### src/vtbb_pkg.sv
package vtbb_pkg;

  localparam int DIM_BITS_DEF    = 10;
  localparam int SAMPLE_BITS_DEF = 16;
  localparam int COUNT_BITS      = 31;

  localparam int CFG_DATA_BITS = 32;
  localparam int CFG_ADDR_BITS = 5;
  localparam int REG_IDX_BITS  = 3;

  // register index, byte address is 4 * index
  localparam logic [REG_IDX_BITS-1:0] REG_THRESHOLD = 3'd0;
  localparam logic [REG_IDX_BITS-1:0] REG_MODE      = 3'd1;
  localparam logic [REG_IDX_BITS-1:0] REG_COLUMNS   = 3'd2;
  localparam logic [REG_IDX_BITS-1:0] REG_ROWS      = 3'd3;
  localparam logic [REG_IDX_BITS-1:0] REG_FRAMES    = 3'd4;

  localparam int MODE_BITS = 3;
  localparam logic [MODE_BITS-1:0] MODE_EQ = 3'd0;
  localparam logic [MODE_BITS-1:0] MODE_GT = 3'd1;
  localparam logic [MODE_BITS-1:0] MODE_GE = 3'd2;
  localparam logic [MODE_BITS-1:0] MODE_LT = 3'd3;
  localparam logic [MODE_BITS-1:0] MODE_LE = 3'd4;

endpackage

### src/volume_threshold_bounding_box_core.sv
// Channel | Dir | Handshake           | Payload
// in_     | in  | in_tvalid/in_tready | in_tdata: voxel_value
// out_    | out | out_tvalid/tready   | out_tdata: box and count, out_tuser: included,
//         |     |                     | out_tlast: volume_done
// cfg_    | in  | APB psel/penable    | threshold, compare_mode, columns, rows, frames
//
// One voxel per cycle while in_tready is high: compare, position counters and
// min/max/count update are one combinational pass from the input port into the
// result register; out_tvalid rises in the cycle after an accept. A held
// result stalls intake only when out_tready is low: in_tready is !out_tvalid |
// out_tready. rst_n (synchronous) resets all but the result payload registers.
module volume_threshold_bounding_box_core #(
  parameter int DIM_BITS    = vtbb_pkg::DIM_BITS_DEF,
  parameter int SAMPLE_BITS = vtbb_pkg::SAMPLE_BITS_DEF
) (
  input  logic clk,
  input  logic rst_n,

  input  logic                                 in_tvalid,
  output logic                                 in_tready,
  // [SAMPLE_BITS-1:0] voxel_value
  input  logic [((SAMPLE_BITS+7)/8)*8-1:0]     in_tdata,

  output logic                                 out_tvalid,
  input  logic                                 out_tready,
  // x_low, x_high, y_low, y_high, z_low, z_high, voxel_count (lowest first)
  output logic [((3*(2*DIM_BITS+1)+vtbb_pkg::COUNT_BITS+7)/8)*8-1:0] out_tdata,
  // included
  output logic                                 out_tuser,
  output logic                                 out_tlast,

  input  logic                                 cfg_psel,
  input  logic                                 cfg_penable,
  input  logic                                 cfg_pwrite,
  input  logic [vtbb_pkg::CFG_ADDR_BITS-1:0]   cfg_paddr,
  input  logic [vtbb_pkg::CFG_DATA_BITS-1:0]   cfg_pwdata,
  output logic [vtbb_pkg::CFG_DATA_BITS-1:0]   cfg_prdata,
  output logic                                 cfg_pready
);

  localparam int DB     = DIM_BITS;
  localparam int SB     = SAMPLE_BITS;
  localparam int CB     = vtbb_pkg::COUNT_BITS;
  localparam int DW     = vtbb_pkg::CFG_DATA_BITS;
  localparam int PACK_W = 3 * (2 * DB + 1) + CB;
  localparam int OUT_W  = ((PACK_W + 7) / 8) * 8;
  localparam logic [DB:0] DIM_MAX = (DB + 1)'(1) << DB;

  // configuration
  logic [SB-1:0]                       threshold_r;
  logic [vtbb_pkg::MODE_BITS-1:0]      mode_r;
  logic [DB:0]                         columns_r, rows_r, frames_r;

  // volume state
  logic [DB-1:0] x_pos_r, y_pos_r, z_pos_r;
  logic [DB:0]   x_min_r, y_min_r, z_min_r;
  logic [DB-1:0] x_max_r, y_max_r, z_max_r;
  logic [CB-1:0] count_r;

  // result register
  logic          out_valid_r;
  logic          out_incl_r, out_done_r;
  logic [OUT_W-1:0] out_data_r;

  logic in_accept;
  logic cfg_write;
  logic [vtbb_pkg::REG_IDX_BITS-1:0] cfg_idx;

  function automatic logic [DB:0] eff_dim(input logic [DB:0] d);
    logic [DB:0] r;
    if (d == '0) begin
      r = (DB + 1)'(1);
    end else if (d > DIM_MAX) begin
      r = DIM_MAX;
    end else begin
      r = d;
    end
    return r;
  endfunction

  assign in_tready  = !out_valid_r || out_tready;
  assign in_accept  = in_tvalid && in_tready;
  assign out_tvalid = out_valid_r;
  assign out_tdata  = out_data_r;
  assign out_tuser  = out_incl_r;
  assign out_tlast  = out_done_r;

  assign cfg_pready = 1'b1;
  assign cfg_idx    = cfg_paddr[vtbb_pkg::CFG_ADDR_BITS-1:2];
  assign cfg_write  = cfg_psel && cfg_penable && cfg_pwrite && cfg_pready;

  always_comb begin
    unique case (cfg_idx)
      vtbb_pkg::REG_THRESHOLD: cfg_prdata = DW'(threshold_r);
      vtbb_pkg::REG_MODE:      cfg_prdata = DW'(mode_r);
      vtbb_pkg::REG_COLUMNS:   cfg_prdata = DW'(columns_r);
      vtbb_pkg::REG_ROWS:      cfg_prdata = DW'(rows_r);
      vtbb_pkg::REG_FRAMES:    cfg_prdata = DW'(frames_r);
      default:                 cfg_prdata = '0;
    endcase
  end

  // per-voxel datapath
  logic [DB:0]   cx, cy, cz;
  logic signed [SB-1:0] smp, thr;
  logic          incl, first, last_x, last_y, last_z, done;
  logic [DB:0]   xmin, ymin, zmin;
  logic [DB-1:0] xmax, ymax, zmax;
  logic [CB-1:0] cnt;
  logic [PACK_W-1:0] pack;

  always_comb begin
    cx  = eff_dim(columns_r);
    cy  = eff_dim(rows_r);
    cz  = eff_dim(frames_r);
    smp = $signed(in_tdata[SB-1:0]);
    thr = $signed(threshold_r);

    unique case (mode_r)
      vtbb_pkg::MODE_EQ: incl = (smp == thr);
      vtbb_pkg::MODE_GT: incl = (smp >  thr);
      vtbb_pkg::MODE_GE: incl = (smp >= thr);
      vtbb_pkg::MODE_LT: incl = (smp <  thr);
      vtbb_pkg::MODE_LE: incl = (smp <= thr);
      default:           incl = 1'b0;
    endcase

    // all positions zero: summary restarts from the current dimensions
    first = (x_pos_r == '0) && (y_pos_r == '0) && (z_pos_r == '0);
    if (first) begin
      xmin = cx;  ymin = cy;  zmin = cz;
      xmax = '0;  ymax = '0;  zmax = '0;
      cnt  = '0;
    end else begin
      xmin = x_min_r;  ymin = y_min_r;  zmin = z_min_r;
      xmax = x_max_r;  ymax = y_max_r;  zmax = z_max_r;
      cnt  = count_r;
    end

    if (incl) begin
      if ({1'b0, x_pos_r} < xmin) xmin = {1'b0, x_pos_r};
      if ({1'b0, y_pos_r} < ymin) ymin = {1'b0, y_pos_r};
      if ({1'b0, z_pos_r} < zmin) zmin = {1'b0, z_pos_r};
      if (x_pos_r > xmax) xmax = x_pos_r;
      if (y_pos_r > ymax) ymax = y_pos_r;
      if (z_pos_r > zmax) zmax = z_pos_r;
      if (cnt != '1) cnt = cnt + CB'(1);
    end

    // >= so a dimension shrunk mid-volume wraps at once
    last_x = {1'b0, x_pos_r} >= (cx - (DB + 1)'(1));
    last_y = {1'b0, y_pos_r} >= (cy - (DB + 1)'(1));
    last_z = {1'b0, z_pos_r} >= (cz - (DB + 1)'(1));
    done   = last_x && last_y && last_z;

    pack = {cnt, zmax, zmin, ymax, ymin, xmax, xmin};
  end

  always_ff @(posedge clk) begin
    if (!rst_n) begin
      threshold_r <= '0;
      mode_r      <= vtbb_pkg::MODE_EQ;
      columns_r   <= DIM_MAX;
      rows_r      <= DIM_MAX;
      frames_r    <= DIM_MAX;
    end else if (cfg_write) begin
      unique case (cfg_idx)
        vtbb_pkg::REG_THRESHOLD: threshold_r <= cfg_pwdata[SB-1:0];
        vtbb_pkg::REG_MODE:      mode_r      <= cfg_pwdata[vtbb_pkg::MODE_BITS-1:0];
        vtbb_pkg::REG_COLUMNS:   columns_r   <= cfg_pwdata[DB:0];
        vtbb_pkg::REG_ROWS:      rows_r      <= cfg_pwdata[DB:0];
        vtbb_pkg::REG_FRAMES:    frames_r    <= cfg_pwdata[DB:0];
        default: ;
      endcase
    end
  end

  always_ff @(posedge clk) begin
    if (!rst_n) begin
      x_pos_r <= '0;  y_pos_r <= '0;  z_pos_r <= '0;
      x_min_r <= DIM_MAX;  y_min_r <= DIM_MAX;  z_min_r <= DIM_MAX;
      x_max_r <= '0;  y_max_r <= '0;  z_max_r <= '0;
      count_r <= '0;
    end else if (in_accept) begin
      if (done) begin
        x_pos_r <= '0;  y_pos_r <= '0;  z_pos_r <= '0;
        x_min_r <= cx;  y_min_r <= cy;  z_min_r <= cz;
        x_max_r <= '0;  y_max_r <= '0;  z_max_r <= '0;
        count_r <= '0;
      end else begin
        x_min_r <= xmin;  y_min_r <= ymin;  z_min_r <= zmin;
        x_max_r <= xmax;  y_max_r <= ymax;  z_max_r <= zmax;
        count_r <= cnt;
        if (!last_x) begin
          x_pos_r <= x_pos_r + DB'(1);
        end else begin
          x_pos_r <= '0;
          if (!last_y) begin
            y_pos_r <= y_pos_r + DB'(1);
          end else begin
            y_pos_r <= '0;
            z_pos_r <= z_pos_r + DB'(1);
          end
        end
      end
    end
  end

  logic out_valid_nxt;

  always_comb begin
    priority if (in_accept) begin
      out_valid_nxt = 1'b1;
    end else if (out_tready) begin
      out_valid_nxt = 1'b0;
    end else begin
      out_valid_nxt = out_valid_r;
    end
  end

  always_ff @(posedge clk) begin
    if (!rst_n) begin
      out_valid_r <= 1'b0;
    end else begin
      out_valid_r <= out_valid_nxt;
    end
  end

  always_ff @(posedge clk) begin
    if (in_accept) begin
      out_incl_r <= incl;
      out_done_r <= done;
      out_data_r <= OUT_W'(pack);
    end
  end

  // end of volume restarts the position counters
  a_done_restart: assert property (@(posedge clk) disable iff (!rst_n)
    in_accept && done |=> (x_pos_r == '0) && (y_pos_r == '0) && (z_pos_r == '0))
    else $error("position counters not cleared after volume end");

  // an included voxel gives x_low <= x_high and a nonzero count
  a_incl_box: assert property (@(posedge clk) disable iff (!rst_n)
    in_accept && incl |=> (out_data_r[DB:0] <= {1'b0, out_data_r[2*DB:DB+1]})
      && (out_data_r[PACK_W-1:PACK_W-CB] != '0))
    else $error("included voxel outside its bounding box");

  // a held result blocks intake
  a_hold_blocks: assert property (@(posedge clk) disable iff (!rst_n)
    out_valid_r && !out_tready |-> !in_tready)
    else $error("request accepted over a stalled result");

endmodule
### config.mk
export PLATFORM = sky130hd
export DESIGN_NAME = volume_threshold_bounding_box_core
export DESIGN_NICKNAME = d
export VERILOG_FILES = /design/src/vtbb_pkg.sv /design/src/volume_threshold_bounding_box_core.sv
export SDC_FILE = /design/constraint.sdc
export NUM_CORES = 1
export LEC_CHECK = 0
export ABC_CLOCK_PERIOD_IN_PS = 4800
export BUFFER_PORTS_ARGS = -buffer_cell sky130_fd_sc_hd__buf_2
export CAP_MARGIN = 25
export CORE_MARGIN = 2
export CORE_UTILIZATION = 50
export CTS_CLUSTER_DIAMETER = 80
export DETAILED_ROUTE_END_ITERATION = 8
export HOLD_SLACK_MARGIN = 0.02
export PLACE_DENSITY_LB_ADDON = 0.3
export SLEW_MARGIN = 20
export SYNTH_ARGS = -nofsm -noshare
export SYNTH_HDL_FRONTEND = slang
export SYNTH_SLANG_ARGS = --single-unit
### constraint.sdc
create_clock -name clk -period 4.8 [get_ports clk]
set_clock_uncertainty 0.15 [all_clocks]
set_input_delay 0.48 -clock clk [delete_from_list [all_inputs] [get_ports clk]]
set_output_delay 0.48 -clock clk [all_outputs]
set_load 0.1 [all_outputs]
* Word-level counts from Yosys, hierarchy flattened
Index checks and enable logic that the tools add are counted.
** Word-level totals
- Register bits after elaboration :: 273
- Input port bits :: 60
- Output and inout bits :: 133
- Word-level logic and storage cells :: 125
** Operators by class
- Add/sub/neg operators :: 7
- Magnitude comparators :: 16
- Equal/unequal tests :: 10
- Multiplexer cells :: 46
- Reductions and logical operators :: 27
** Operators with widths (count)
- two-way mux 10 bit :: 20
- two-way mux 11 bit :: 18
- two-way mux 31 bit :: 4
- one-hot mux 16 bit (5 select lines) :: 1
- greater-or-equal comparator 10 x 11 -> 1 bit :: 3
- > comparator 11 bit (second input constant) :: 3
- logical NOT 11 bit :: 3
- < comparator 10 x 11 -> 1 bit :: 3
- subtractor 11 x 1 -> 11 bit (second input constant) :: 3
- adder 31 x 1 -> 31 bit (second input constant) :: 1
- != test 31 bit (second input constant) :: 1
- adder 10 x 1 -> 10 bit (second input constant) :: 3
- > comparator 10 bit :: 3
- logical NOT 10 bit :: 3
- == test 16 bit :: 1
- greater-or-equal comparator 16 bit :: 1
- > comparator 16 bit :: 1
- less-or-equal comparator 16 bit :: 1
- < comparator 16 bit :: 1
- == test 3 x 2 -> 1 bit (second input constant) :: 4
- AND reduction 2 bit :: 6
- logical AND 1 bit :: 7
- == test 3 x 1 -> 1 bit (second input constant) :: 2
- == test 3 bit (second input constant) :: 2
- 7 further kinds :: 11

* Depth between registers and ports, before layout
- Depth after elaboration :: 9
- Depth in mapped cells :: 23
- Depth with buffers taken out :: 19

* Worst setup path before layout
No wires, ideal clock.
- Kind :: register -> register
- Start :: register out_valid_r, in the netlist out_tvalid
- End :: register z_min_r[0]
- Setup time :: 0.082 ns
- Data arrival time :: 5.548 ns
- Data required time :: 4.568 ns
- Setup slack :: -0.980 ns
- Cell stages (with the launch flop) :: 8
- Path buffers :: 2
- Clock period less this slack :: 5.780 ns
- Path through :: dfxtp_1 nand2b_1 nand2_1 inv_1 clkbuf_1 clkbuf_1 o21ai_0 a21oi_1
** On the way
- Cells in the longest elaborated chain, start to end :: 3
** Ends and longest elaborated chain
- from (decl) :: RTL line volume_threshold_bounding_box_core.sv:61 : logic out_valid_r;
- from (signal assigned) :: RTL line volume_threshold_bounding_box_core.sv:225 : out_valid_r <= out_valid_nxt;
- logical NOT 1 bit :: RTL line volume_threshold_bounding_box_core.sv:81 : assign in_tready = !out_valid_r || out_tready;
- logical OR 1 bit :: RTL line volume_threshold_bounding_box_core.sv:81
- via in_tready :: RTL line volume_threshold_bounding_box_core.sv:20 : output logic in_tready,
- logical AND 1 bit :: RTL line volume_threshold_bounding_box_core.sv:82 : assign in_accept = in_tvalid && in_tready;
- via in_accept :: RTL line volume_threshold_bounding_box_core.sv:65 : logic in_accept;
- to (signal assigned) :: RTL line volume_threshold_bounding_box_core.sv:191 : x_min_r <= xmin; y_min_r <= ymin; z_min_r <= zmin;
- to (decl) :: RTL line volume_threshold_bounding_box_core.sv:56 : logic [DB:0] x_min_r, y_min_r, z_min_r;
The timed path passes the listed nets, and every way through them passes these cells.
A chain may end at the register's enable or synchronous reset.

* Final worst setup path
- Start :: register y_pos_r[0]
- End :: register out_data_r[42], in the netlist out_tdata[42] (data pin)
** On the way
- Cells in the longest elaborated chain, start to end :: 7
** Ends and longest elaborated chain
- from (decl) :: RTL line volume_threshold_bounding_box_core.sv:55 : logic [DB-1:0] x_pos_r, y_pos_r, z_pos_r;
- from (signal assigned) :: RTL line volume_threshold_bounding_box_core.sv:199 : y_pos_r <= y_pos_r + DB'(1);
- logical NOT 10 bit * :: RTL line volume_threshold_bounding_box_core.sv:129 : first = (x_pos_r == '0) && (y_pos_r == '0) && (z_pos_r == '0);
- logical AND 1 bit * (2 in a row) :: RTL line volume_threshold_bounding_box_core.sv:129
- two-way mux 11 bit * :: RTL line volume_threshold_bounding_box_core.sv:130 : if (first) begin
- < comparator 10 x 11 -> 1 bit :: RTL line volume_threshold_bounding_box_core.sv:143 : if ({1'b0, z_pos_r} < zmin) zmin = {1'b0, z_pos_r};
- two-way mux 11 bit :: RTL line volume_threshold_bounding_box_core.sv:143
- two-way mux 11 bit * :: RTL line volume_threshold_bounding_box_core.sv:140 : if (incl) begin
- via zmin[0] :: RTL line volume_threshold_bounding_box_core.sv:107 : logic [DB:0] xmin, ymin, zmin;
- to (signal assigned) :: RTL line volume_threshold_bounding_box_core.sv:233 : out_data_r <= OUT_W'(pack);
- to (decl) :: RTL line volume_threshold_bounding_box_core.sv:63 : logic [OUT_W-1:0] out_data_r;
The timed path passes the listed nets; every way through them passes the cells marked *.

==> results.md <==
* Status: finished clean
* CP Class: flop to flop
* Final HPWL DP at roughly 35000 microns
* H-tree depth at 1
* Max Fclk at about 220 MHz
* Pwr dens at 306 nW/um^2
* Vias in the first global route at between 10000 and 15000
* Routed WL at approximately 49000 microns
* CTS tree: built
* Fin. Hold Viols at 0
* Seq cells post-synth at 273
* Mapped Area at 16300 sq um
* Netlist cell types at between 90 and 100
* Slew headroom at 30.0%
* Die W at 184 microns
* Post-synth top flop: dfxtp_1
* Drt via density at between 5 and 6
* Total grt overflow at 0
* Total of warnings raised by yosys at 0
* Worst Tran Pin Value at about 1000 ps
* Worst hold margin at about 69 ps
* First-pass GRT wire length at 75400 microns
* Dpl ws at between 150 and 200 ps
* Remaining DRCs at 0
* Detail Route Antenna Nets at 0
* Final worst slack at between 200 and 250 ps
* Top area cells in the synthesized netlist: dfxtp_1, edfxtp_1, ha_1, nand2_1, a21oi_1
* First drt pass iteration count at 5
* Layout cell share with drive strength beyond 1 at between 10% and 20%
* Layout area overhead at 18.6%
* Initial antenna violation count at 0
* Die ar. at around 34000 sq um
* Post-synthesis area per instance at between 8 and 9 sq um
* GPL Wtd Cong at slightly above 0.9
* WL/cell at approximately 19 microns
* CP Launch Type: flop
* Final core utilization at 59.7%
* Clock root buffer: clkbuf_16
* Post-synth top area share at 21.8%
* Crit Path Max Fanout at 22
* Worst-Skew Late Latency at approximately 560 ps
* Die Y at around 180 microns
* Final setup vio count at 0
* Clock Tree Buf Depth at 3
* DR iter-0 viols at 1420
* Core footprint at approximately 32000 sq um
* CP required at slightly below 5000 ps
* Clk slew on worst S/H paths at 60 ps
* Final period util at a little over nine tenths
* Clock Sinks at ~270
* Total CTS buffers at 30
* I/O pin count at around 190
* Port buffer count at between 150 and 200
* Crit path time final at approximately 4600 ps
* Layout Nets at between 2000 and 2500
* Crit path DAT at between 4000 and 5000 ps
* Leak at 8.07 nW
* Starting Density at slightly above 50%
* Mapped Cells at approximately 1900
* Tot Pwr at between 5 and 6 mW
* ANT cells at 0
* Vias at 15100
* Critical Path End Type: flop
* Cell taking the most area after synthesis: dfxtp_1
* Pin count of the biggest net entering global routing at 79
* Row Count at between 60 and 70
* Worst vdd ir at approximately 300 uV
* Synth async-reset ratio at 0%
* Final max-slew violation count at 0
* Seq/Total Area, Yosys at roughly two fifths
* GRT Util Overall at between 20 and 30%
* Hold Crit Class: input pin to flop
* Post-synth EDFFs at 96
* Max Cap Viol at 0
## logic make-up (layout without fill, tap and decap cells)
| family | Yosys count | count (layout) | synth area share (%) |
|---|---|---|---|
| and+or+nand+nor | 699 | 699 | 20.4 |
| AOI/OAI and AO/OA | 451 | 451 | 18.4 |
| DFF | 273 | 273 | 39.5 |
| buffers and inverters | 217 | 440 | 5.66 |
| adders and majority gates | 113 | 113 | 8.70 |
| muxes | 70 | 70 | 4.36 |
| xor gates and xnor gates | 55 | 55 | 2.96 |
| other | 2 | 19 | 0.0462 |
## worst max-delay path, stage by stage (launching register included)
cell	delay, ps
dfxtp_1	310
inv_1	140
ha_1	200
nor4b_1	320
nand3_1	320
or2_4	380
buf_12	150
buf_4	220
o21ai_0	220
inv_1	120
ha_1	290
o21a_1	110
nor2_1	40
o41a_1	330
a31o_2	260
o211ai_4	370
mux2_2	400
## flip-flops by register name, indices dropped and copies added, names as in the netlist, 11 cells and up
register,count
columns_r,11
count_r,31
frames_r,11
out_tdata,94
rows_r,11
thr,16
x_min_r,11
y_min_r,11
z_min_r,11
## final timing paths
check                startpoint       endpoint  slack (ps)  cells after the start
hold / removal    cfg_pwdata[6]         thr[6]          70                      3
setup / recovery     y_pos_r[0]  out_tdata[42]         200                     16
hold reg to reg      z_max_r[0]     z_max_r[0]         310                      1
setup reg to reg     y_pos_r[0]  out_tdata[42]         200                     16
## routing by layer
| layer | part of all wire (%) | GRT usage (%) |
|---|---|---|
| met1 | 44 | 38.6 |
| met2 | 45 | 45.3 |
| met3 | 8.1 | 3.44 |
| met4 | 2.8 | 9.34 |
| met5 | 0 | 0 |
## layout by cell type, fill, tap and decap left out, drive strengths merged, types with 26 or more instances in the layout
| cell | count |
|---|---|
| dfxtp | 177 |
| nand3 | 62 |
| or3 | 27 |
| buf | 288 |
| nor3 | 32 |
| clkbuf | 37 |
| a22o | 26 |
| ha | 113 |
| mux2i | 63 |
| xnor2 | 42 |
| edfxtp | 96 |
| a31oi | 30 |
| nand4 | 31 |
| a21oi | 127 |
| and2 | 29 |
| inv | 90 |
| nand2 | 267 |
| nor2 | 149 |
| o21ai | 96 |
## through the flow
stage	instances	setup TNS, ps	instance area (sq um)
6_report	2562	0	19300
5_1_grt	2562	-42.7	19300
4_1_cts	2556	0	19200
3_5_place_dp	2494	0	18100
3_3_place_gp	2493	0	18100
2_1_floorplan	1897	0	16300
## synth_stat cells (all sizes together) (18+ instances only)
| master | instances |
|---|---|
| a21o | 23 |
| a21oi | 127 |
| a22o | 26 |
| a31oi | 30 |
| and2 | 29 |
| and3 | 20 |
| buf | 48 |
| clkbuf | 79 |
| dfxtp | 177 |
| edfxtp | 96 |
| ha | 113 |
| inv | 90 |
| mux2i | 63 |
| nand2 | 267 |
| nand3 | 62 |
| nand4 | 31 |
| nor2 | 149 |
| nor2b | 18 |
| nor3 | 32 |
| o211ai | 23 |
| o21ai | 96 |
| or3 | 27 |
| xnor2 | 42 |
## report_power, final
group / switching [mW] / internal, mW
sequential: 0.0215 / 2.46
combinational: 0.761 / 0.204
clock: 0.961 / 1.49
total: 1.74 / 4.16
## what timing repair did
| action | CTS | global route |
|---|---|---|
| hold buffers | 6 | 0 |
| buffers inserted | 0 | 6 |
| endpoints found under the hold margin | 6 | 0 |
| resized for setup | 0 | 12 |
| endpoints found under the setup margin | 0 | 60 |
## cell type report
class	instances	area, sq um
clock inverter	19	228
sequential	273	6430
tap	442	553
clock buffer	37	830
fill	2815	13000
inverter	90	340
timing repair buffer	294	1880
multi-input combinational	1407	9030
No activity file was read; power rests on OpenSTA's default activity.
